File: src/hw/rtl/fpa_pkg.sv
// shared opcodes, constants and pipeline payload types for the fixed-point alu
`timescale 1ns / 1ps
`default_nettype none
package fpa_pkg;

  localparam int unsigned FracBitsDefault = 8;
  localparam int unsigned FracBitsMax     = 16;
  localparam int unsigned NumW            = 32 + FracBitsMax;

  typedef enum logic [3:0] {
    OP_ADD     = 4'd0,
    OP_SUB     = 4'd1,
    OP_MUL     = 4'd2,
    OP_DIV     = 4'd3,
    OP_LT      = 4'd4,
    OP_GT      = 4'd5,
    OP_LE      = 4'd6,
    OP_GE      = 4'd7,
    OP_EQ      = 4'd8,
    OP_NE      = 4'd9,
    OP_MIN     = 4'd10,
    OP_MAX     = 4'd11,
    OP_INC     = 4'd12,
    OP_DEC     = 4'd13,
    OP_TOINT   = 4'd14,
    OP_FROMINT = 4'd15
  } op_t;

  // payload carried through the divider stages
  typedef struct packed {
    op_t         func;
    logic [31:0] res;
    logic        cmp;
    logic        ov;
    logic        dz;
    logic        neg;
    logic        div_sat;
    logic [31:0] den;
    logic [31:0] rem;
    logic [31:0] num_lo;
    logic [31:0] quo;
  } item_t;

endpackage
`default_nettype wire

File: src/hw/rtl/fpa_div_step.sv
// one registered restoring-division step: one quotient bit per stage
`timescale 1ns / 1ps
`default_nettype none
module fpa_div_step (
  input  wire logic          clk,
  input  wire logic          rst_n,
  input  wire logic          en,
  input  wire logic          in_valid,
  input  wire fpa_pkg::item_t in_item,
  output logic               valid_r,
  output fpa_pkg::item_t     item_r
);
  import fpa_pkg::*;

  logic [32:0] shifted;
  logic        take;
  item_t       item_nxt;

  // trial subtract of the divisor from the shifted partial remainder
  always_comb begin
    shifted  = {in_item.rem, in_item.num_lo[31]};
    take     = shifted >= {1'b0, in_item.den};
    item_nxt = in_item;
    item_nxt.rem    = take ? 32'(shifted - {1'b0, in_item.den}) : shifted[31:0];
    item_nxt.num_lo = {in_item.num_lo[30:0], 1'b0};
    item_nxt.quo    = {in_item.quo[30:0], take};
  end

  // stage valid
  always_ff @(posedge clk) begin
    if (!rst_n) begin
      valid_r <= 1'b0;
    end else if (en) begin
      valid_r <= in_valid;
    end
  end

  // stage payload
  always_ff @(posedge clk) begin
    if (en) begin
      item_r <= item_nxt;
    end
  end

endmodule
`default_nettype wire

File: config.mk
export PLATFORM = sky130hd
export DESIGN_NAME = fpa_div_step
export DESIGN_NICKNAME = d
export VERILOG_FILES = /design/src/hw/rtl/fpa_pkg.sv /design/src/hw/rtl/fpa_div_step.sv
export SDC_FILE = /design/constraint.sdc
export NUM_CORES = 1
export LEC_CHECK = 0
export BUFFER_PORTS_ARGS = -buffer_cell sky130_fd_sc_hd__clkbuf_2
export CORE_MARGIN = 5
export CORE_UTILIZATION = 30
export CTS_CLUSTER_DIAMETER = 60
export CTS_CLUSTER_SIZE = 28
export DETAILED_ROUTE_END_ITERATION = 10
export SLEW_MARGIN = 20
export SYNTH_ARGS = -nofsm -noshare
export SYNTH_HDL_FRONTEND = slang
export SYNTH_SLANG_ARGS = --single-unit
File: constraint.sdc
create_clock -name clk -period 4.3 [get_ports clk]
set_input_delay 1.29 -clock clk [delete_from_list [all_inputs] [get_ports clk]]
set_output_delay 1.29 -clock clk [all_outputs]
set_load 0.02 [all_outputs]
==> impl_metrics.ini, run 1 <==
[status]
outcome = finished, final reports clean

[setup_path]
r2r-end = valid_r
cp-start-kind = input port
cp_data_arrival_time_ps = 4200
rr_startpoint = valid_r
worstPathRequired_ps = 4470
ff2ff_setup_slack_ps = 3710
path_class = input port to register
cp-end-kind = register
critPathSlowestCell = fa_1
crit_chain = clkbuf_2 > inv_1 > ha_1 > fa_1 > nand2b_1 > a21oi_1 > o21ai_0 > o311a_1 > a31oi_1 > a21oi_1 > buf_4 > o21ai_0 > xor2_1 > mux2_1
rr_worst_depth = 2
critical-path-max-stage-delay_ps = 400
crit_path_max_fanout = 2

[timing]
rsz0062_at_grt = no
fin_crit_ps = 4025
hold_slack_ps = 526.9
slew_viol_final = 0
skew_ps = 0
relSlewSlack_pct = 53.32
hold_viol = 0
worst_slack_ps = 274.8
setup_viol = 0
max_slew.worst_pin.slew_ps = 700.2
clock.fmax_mhz = 248.4
period_share_pct = 93.61

[place]
port_buffers = 340
dp.cells = 1191
dp_hpwl_mm = 18.10
dp_slack_ps = -92.47
place_congestion = 0.9045

[routing]
drt_iter0_drc = 326
wl_per_cell_um = 18.50
vias_per_cell = 4.502
drtPass1Iterations = 7
wl_mm = 22.65
vias = 5510
ant_nets = 0
drc = 0

[finish]
fin_nets = 1092
final_common_cell = clkbuf_2
final_cells = 1224
n_fill_cell = 2347
drive_gt1_share_pct = 45.72
syn_to_final_growth_pct = 39.10
layout_common_cells = clkbuf_2, edfxtp_1, a21oi_1, inv_1, nor2_1

[synth]
yosys_most_used_dff = edfxtp_1
synth_seq_cells = 169
ys_seq_area_share_pct = 69.39
syn_inst = 516
synth.distinct_cells = 49
async_flop_share_pct = 0
yosysTopAreaCell = edfxtp_1
syn_area_mm2 = 0.007300
syn_avg_cell_area_um2 = 14.15
synth_edf_count = 168
synth.area.top_cells = edfxtp_1, ha_1, a21oi_1
yosysWarnings = 0
synth_nets = 722
netlist.area_leader.share_pct = 69.11

[power_and_ir_drop]
seqPwrFrac_pct = 46.0
p_leak_nw = 4.554
p_clk_share_pct = 34.1
pwr-share-comb_pct = 19.9
sw_frac_of_total_pct = 29.87
power_density_mw_per_mm2 = 436.1
ir_worst_vdd_v = 0.0001995
p_int_mw = 3.105
p_switching_mw = 1.323
power.total_mw = 4.428

[global_route]
grt_pass1_vias = 5563
antenna_found_initial = 1
grt.total_usage_pct = 16.12
grt_overflow = 0
grt_pass1_wl_mm = 34.15
grt_start_max_net_pins = 74

[floorplan]
core_area_mm2 = 0.02411
dieArea_mm2 = 0.02755
ios = 343
num_rows = 57
initial_core_util_pct = 30.28
die_h_um = 166.0
dieWidth_um = 166.0

[worst_hold_path]
hold_depth = 2
hp-start = valid_r
hold_path_end = valid_r
hp-class = register to register

[clock_tree]
clkLatencyLatePin_ps = 430
cts_made_buffers = 17
cts_resized = 0
hold_buffers = 0
htreeDepth = 4
cts_tree = done
clock_sinks = 169
cts_setup_buffers = 0
root_buffer = clkbuf_16
clockBufferDepth = 2
path_clk_slew_ps = 80

[job]
max_cap_viol_count = 0
worst max-delay path, delay by kind of cell:
| kind | cells | cell delay (ps) |
|---|---|---|
| compound gates | 6 | 1400 |
| fa+ha+maj | 2 | 620 |
| simple gates | 1 | 190 |
| mux | 1 | 300 |
| xor+xnor | 1 | 100 |
| buf+inv | 3 | 300 |
kinds of logic after synthesis:
| group | share of synthesized area, % |
|---|---|
| buf+inv | 3.240 |
| other cells | 0.05137 |
| flops | 69.39 |
| xor+xnor | 3.240 |
| fa+ha+maj | 5.759 |
| simple gates | 6.291 |
| mux | 1.954 |
| compound gates | 10.08 |
worst max path at each step:
| stage | start | to | slack, ps | cells past startpoint |
|---|---|---|---|---|
| after detailed placement | in_item[63] | item_r[90] | -90 | 14 |
| after global placement | in_item[63] | item_r[94] | -100 | 13 |
| after global routing | in_item[63] | item_r[94] | 140 | 13 |
| after floorplan | in_item[103] | item_r[77] | 240 | 12 |
| final | in_item[63] | item_r[90] | 270 | 14 |
| after CTS | in_item[63] | item_r[90] | 340 | 14 |
synth_stat cells (7+ instances only):
library cell,count
edfxtp_1,168
a21oi_1,54
inv_1,38
nor2_1,36
ha_1,32
nand2_1,27
o21ai_0,16
xnor2_1,16
a21o_1,12
xor2_1,11
buf_2,8
nand3_1,8
nand4_1,7
flip-flops by register name, indices dropped and copies added (netlist names):
name	flops
item_r	168
valid_r	1
cell type report:
class	instances	area [um2]	area share, %
Clock inverter	14	147.6	1.454
Sequential cell	169	5065	49.88
Multi-Input combinational cell	291	1998	19.68
Timing Repair Buffer	369	1963	19.33
Clock buffer	18	429.2	4.227
Tap cell	324	405.4	3.993
Antenna cell	1	2.502	0.02465
Inverter	38	142.6	1.405
per-stage QoR:
step,setup TNS [ps],cell area (um2),utilization [%]
3_3_place_gp,-200.7,9574,39.72
2_1_floorplan,0,7300,-
5_1_grt,0,10150,42.12
4_1_cts,0,10150,42.11
6_report,0,10150,42.12
3_5_place_dp,-169.2,9574,39.72
layer usage:
| layer | global-route usage (%) | part of all wire, % | up-vias |
|---|---|---|---|
| met5 | 0 | 0 | - |
| met4 | 4.197 | 0.85 | 0 |
| li1 | - | - | 2667 |
| met3 | 4.761 | 7.2 | 15 |
| met1 | 18.75 | 40 | 2630 |
| met2 | 29.07 | 52 | 198 |
power groups by stage:
stage	Combinational [mW]	Sequential (mW)	Clock (mW)
floorplan	0.293	2.28	0
global placement	0.886	2.07	0
detailed placement	0.890	2.08	0
CTS	0.895	2.04	1.56
global route	0.956	2.06	1.63
finish	0.880	2.04	1.51
Power figures use the tool's default switching activity.
==> inputs of run 2 (changes only) <==
--- a/config.mk
+++ b/config.mk
@@ -11,6 +11,8 @@
 export CTS_CLUSTER_DIAMETER = 60
 export CTS_CLUSTER_SIZE = 28
 export DETAILED_ROUTE_END_ITERATION = 10
+export HOLD_SLACK_MARGIN = 0.12
+export REMOVE_ABC_BUFFERS = 1
 export SLEW_MARGIN = 20
 export SYNTH_ARGS = -nofsm -noshare
 export SYNTH_HDL_FRONTEND = slang
==> impl_metrics.ini, run 2 (synthesized netlist as in run 1, its figures left out) <==
[routing]
drt_iter0_drc = 286
wl_per_cell_um = 18.39
drtPass1Iterations = 4
drc = 0
vias_per_cell = 4.467
wl_mm = 22.49
ant_nets = 0
vias = 5463

[setup_path]
ff2ff_setup_slack_ps = 3710
path_class = input port to register
rr_worst_depth = 2
r2r-end = valid_r
crit_chain = clkbuf_2 > inv_1 > ha_1 > fa_1 > nand2b_1 > a21oi_1 > o21ai_0 > o311a_1 > a31oi_2 > a21oi_1 > buf_4 > o21ai_0 > xor2_1 > mux2_1
crit_path_max_fanout = 2
critical-path-max-stage-delay_ps = 410
worstPathRequired_ps = 4490
cp_data_arrival_time_ps = 4210
critPathSlowestCell = fa_1
cp-end-kind = register
cp-start-kind = input port
rr_startpoint = valid_r

[timing]
skew_ps = 0
setup_viol = 0
clock.fmax_mhz = 248.6
period_share_pct = 93.55
fin_crit_ps = 4022
hold_viol = 0
max_slew.worst_pin.slew_ps = 784.3
relSlewSlack_pct = 47.71
slew_viol_final = 0
rsz0062_at_grt = no
hold_slack_ps = 523.3

[clock_tree]
clockBufferDepth = 2
root_buffer = clkbuf_16
cts_made_buffers = 17
cts_tree = done
hold_buffers = 0
clkLatencyLatePin_ps = 430
path_clk_slew_ps = 80
clock_sinks = 169
htreeDepth = 4

[floorplan]
initial_core_util_pct = 30.28
die_h_um = 166.0
num_rows = 57
dieArea_mm2 = 0.02755
dieWidth_um = 166.0
ios = 343
core_area_mm2 = 0.02411

[global_route]
grt_start_max_net_pins = 85
grt_overflow = 0
grt.total_usage_pct = 15.74
grt_pass1_wl_mm = 33.26
grt_pass1_vias = 5507
antenna_found_initial = 3

[finish]
fin_nets = 1093
largest_register_ffs = 168
syn_to_final_growth_pct = 39.17
antenna_cells = 0
regMostFlops = item_r
final_cells = 1223
reg.largest.list = item_r: 168 flops, valid_r: 1 flops
final_common_cell = clkbuf_2
layout_common_cells = clkbuf_2, edfxtp_1, a21oi_1, inv_1, nor2_1
drive_gt1_share_pct = 46.05

[worst_hold_path]
hold_path_end = valid_r
hp-class = register to register
hp-start = valid_r
hold_depth = 2

[power_and_ir_drop]
ir_worst_vdd_v = 0.0001886
p_leak_nw = 4.565
power_density_mw_per_mm2 = 435.8

[place]
place_congestion = 0.9104
dp_hpwl_mm = 18.05
port_buffers = 340
dp.cells = 1192

[status]
outcome = finished, final reports clean

[job]
max_cap_viol_count = 0
[run 2: changes by cell type in the layout (fill, tap and decap cells not counted), sizes merged]
cell	delta
clkinvlp	-2
inv	+2
diode	-1
clkbuf	-1
buf	+1
[run 2: worst max-delay path by stage]
stage | from | to | slack (ps) | cells after the start
6_report | in_item[63] | item_r[90] | 280 | 14
3_5_place_dp | in_item[63] | item_r[94] | -260 | 13
2_1_floorplan | in_item[103] | item_r[67] | -410 | 10
5_1_grt | in_item[63] | item_r[90] | 80 | 14
3_3_place_gp | in_item[63] | item_r[94] | -240 | 13
4_1_cts | in_item[63] | item_r[94] | 180 | 13
[run 2: where the power goes]
group          total [mW]  internal (mW)  switching, mW
sequential           2.03           2.00         0.0392
combinational       0.882          0.332          0.550
clock                1.51          0.776          0.734
[run 2: what timing repair did]
item | CTS | global route
resized for setup | 0 | 2
hold endpoints to repair | 0 | 0
setup endpoints to repair | 0 | 1
buffers inserted | 0 | 0
[run 2: cell type report]
type	count	area, um2
repair buffers	370	1958
clock inverters	14	150.1
multi-input cells	291	2012
inverters	38	142.6
flip-flops and latches	169	5065
well taps	324	405.4
clock buffers	17	425.4
fillers	2338	13950
[run 2: worst max-delay path: cells and delay by family]
family	cells	cell delay, ps
mux	1	290
buf+inv	3	310
fa+ha+maj	2	630
simple gates	1	190
compound gates	6	1410
xor+xnor	1	90
[run 2: routing by layer]
metal | vias up | share of wire, % | wire, um | global-route usage [%]
met5 | - | 0.098 | 22 | 0
met4 | 6 | 1.0 | 225 | 3.766
met3 | 21 | 8.5 | 1918 | 5.427
met2 | 215 | 52 | 11670 | 28.07
met1 | 2546 | 38 | 8650 | 18.23
li1 | 2675 | - | - | -
[run 2: through the flow]
step / area, um2 / total power [mW] / TNS (ps) / setup WS [ps] / utilization [%]
global placement: 9569 / 2.954 / -429.3 / -235.3 / 39.70
detailed placement: 9569 / 2.964 / -460.7 / -255.8 / 39.70
finish: 10160 / 4.427 / 0 / 277.5 / 42.14
global route: 10160 / 4.649 / 0 / 77.22 / 42.14
floorplan: 7206 / 2.564 / -7793 / -410.3 / -
CTS: 10140 / 4.506 / 0 / 175.9 / 42.08
==> inputs of run 3 (changes only) <==
--- a/config.mk
+++ b/config.mk
@@ -5,6 +5,7 @@
 export SDC_FILE = /design/constraint.sdc
 export NUM_CORES = 1
 export LEC_CHECK = 0
+export ABC_AREA = 1
 export BUFFER_PORTS_ARGS = -buffer_cell sky130_fd_sc_hd__clkbuf_2
 export CORE_MARGIN = 5
 export CORE_UTILIZATION = 30
==> impl_metrics.ini, run 3 <==
[clock_tree]
hold_buffers = 0
clock_sinks = 169
clockBufferDepth = 2
cts_setup_buffers = 0
clkLatencyLatePin_ps = 430
htreeDepth = 4
cts_resized = 0
cts_made_buffers = 17
cts_tree = done
root_buffer = clkbuf_16
path_clk_slew_ps = 80

[synth]
synth_top_family_by_area = simple AND/OR/NAND/NOR gates
yosysTopAreaCell = edfxtp_1
synth_simple_gate_area_share_pct = 22.28
synth.distinct_cells = 29
synth_adder_area_share_pct = 5.096
synth_xor_xnor_area_share_pct = 1.486
yosysMostFrequentCell = nand2_1
ys_seq_area_share_pct = 61.39
yosys_most_used_dff = edfxtp_1
syn_area_mm2 = 0.008250
synth_compound_area_share_pct = 1.699
yosysWarnings = 0
netlist.area_leader.share_pct = 61.15
synth.area.mux_share_pct = 0
synth_seq_cells = 169
async_flop_share_pct = 0
synth_commonest_cells = nand2_1, edfxtp_1, inv_1
syn_avg_cell_area_um2 = 10.05
synth.area.top_cells = edfxtp_1, nand2_1, inv_1
syn_inst = 821
synth_edf_count = 168

[setup_path]
cp_data_arrival_time_ps = 3630
cp-end-kind = register
path_class = input port to register
critPathSlowestCell = nor2_4
path_delay_family = simple AND/OR/NAND/NOR gates
worstPathRequired_ps = 4470
critPathBufInv = 2
critical-path-max-stage-delay_ps = 710
crit_path_max_fanout = 35
cpMostUsedCell = nand2_1
crit_chain = clkbuf_2 > inv_1 > ha_1 > nand2_1 > nor2_1 > nand2_1 > nor2_2 > nand2_1 > nand2_1 > nor2_4 > nand2_8 > nand3_2 > nand2_1
cp-start-kind = input port

[floorplan]
die_h_um = 175.8
ios = 343
num_rows = 60
initial_core_util_pct = 30.53
dieArea_mm2 = 0.03092
dieWidth_um = 175.8
core_area_mm2 = 0.02703

[finish]
final_common_cell = clkbuf_2
syn_to_final_growth_pct = 32.56
largest_register_ffs = 168
final_util_pct = 40.47
layout_common_cells = clkbuf_2, nand2_1, edfxtp_1, inv_1, nand3_1
regMostFlops = item_r
reg.largest.list = item_r: 168 flops, valid_r: 1 flops
fin_nets = 1378
antenna_cells = 0
drive_gt1_share_pct = 33.59
stdcell_area_mm2 = 0.01094
n_fill_cell = 2751

[timing]
max_slew.worst_pin.slew_ps = 930.1
finalSetupTns_ps = 0
period_share_pct = 80.32
hold_slack_ps = 541.9
fin_crit_ps = 3454
relSlewSlack_pct = 37.85
hold_viol = 0
slew_viol_final = 0
rsz0062_at_grt = no
clock.fmax_mhz = 289.6
setup_viol = 0
skew_ps = 0

[power_and_ir_drop]
power.total_mw = 4.515
power_density_mw_per_mm2 = 412.8
p_leak_nw = 5.538
ir_worst_vdd_v = 0.0002212

[routing]
vias_per_cell = 4.324
ant_nets = 0
wl_mm = 26.83
drtPass1Iterations = 5
drt_iter0_drc = 417
wl_per_cell_um = 17.58
drc = 0
vias = 6598

[global_route]
grt_overflow = 0
grt_pass1_vias = 6663
grt.total_usage_pct = 16.89
grt_start_max_net_pins = 88
antenna_found_initial = 2
grt_pass1_wl_mm = 39.36

[place]
dpl-instance-area_mm2 = 0.01034
dp_hpwl_mm = 21.85
port_buffers = 340
place_congestion = 0.8529

[job]
max_cap_viol_count = 0

[worst_hold_path]
hp-class = register to register

[status]
outcome = finished, final reports clean
run 3: cell types whose count changed in the layout (fill, tap and decap cells not counted), sizes merged, moves of 15 or more:
cell	before	now
xnor2	16	1
buf	31	4
nand3	8	67
a21oi	54	22
inv	47	160
nand2	27	279
run 3: final timing paths:
check | from | end | slack (ps) | depth (start not counted)
worst min register to register | valid_r | valid_r | 540 | 2
worst max-delay path | in_item[114] | item_r[81] | 850 | 13
worst min-delay path | valid_r | valid_r | 540 | 2
worst max register to register | valid_r | valid_r | 3660 | 2
run 3: power by group:
part	switching (mW)	internal, mW	leakage (nW)	total (mW)
clock network	0.777	0.791	0.295	1.57
logic	0.621	0.298	3.59	0.919
registers	0.0386	1.99	1.65	2.03
total	1.44	3.08	5.54	4.52
run 3: area by class of cell:
class,instances,area (um2),share of cell area [%]
repair buffers,343,1755,16.05
clock buffers,17,425.4,3.890
clock inverters,15,172.7,1.579
flip-flops and latches,169,5065,46.31
multi-input cells,490,2525,23.09
well taps,341,426.7,3.901
inverters,151,566.8,5.182
run 3: per-stage QoR:
step                instances  setup slack (ps)
floorplan                 810              1097
global placement         1494             299.3
detailed placement       1494             272.1
CTS                      1526             733.9
global route             1526             615.5
finish                   1526             846.4
run 3: worst reg2reg max path, stage by stage, from the launching register on:
cell	delay [ps]
dfxtp_1	310
o21ai_0	150
a21oi_1	60
run 3: per-layer routing:
layer	up-vias	part of all wire [%]	track usage, %
met2	214	53	31.78
met1	2997	39	18.73
met4	4	1.1	3.671
met5	-	0.10	0
li1	3365	-	-
met3	18	7.3	5.101
run 3: cell families (layout without fill, tap and decap cells):
kind of cell / after synthesis / count (layout)
compound gates: 27 / 27
xor+xnor: 14 / 14
fa+ha+maj: 33 / 33
buf+inv: 162 / 526
flops: 169 / 169
other cells: 1 / 1
simple gates: 415 / 415
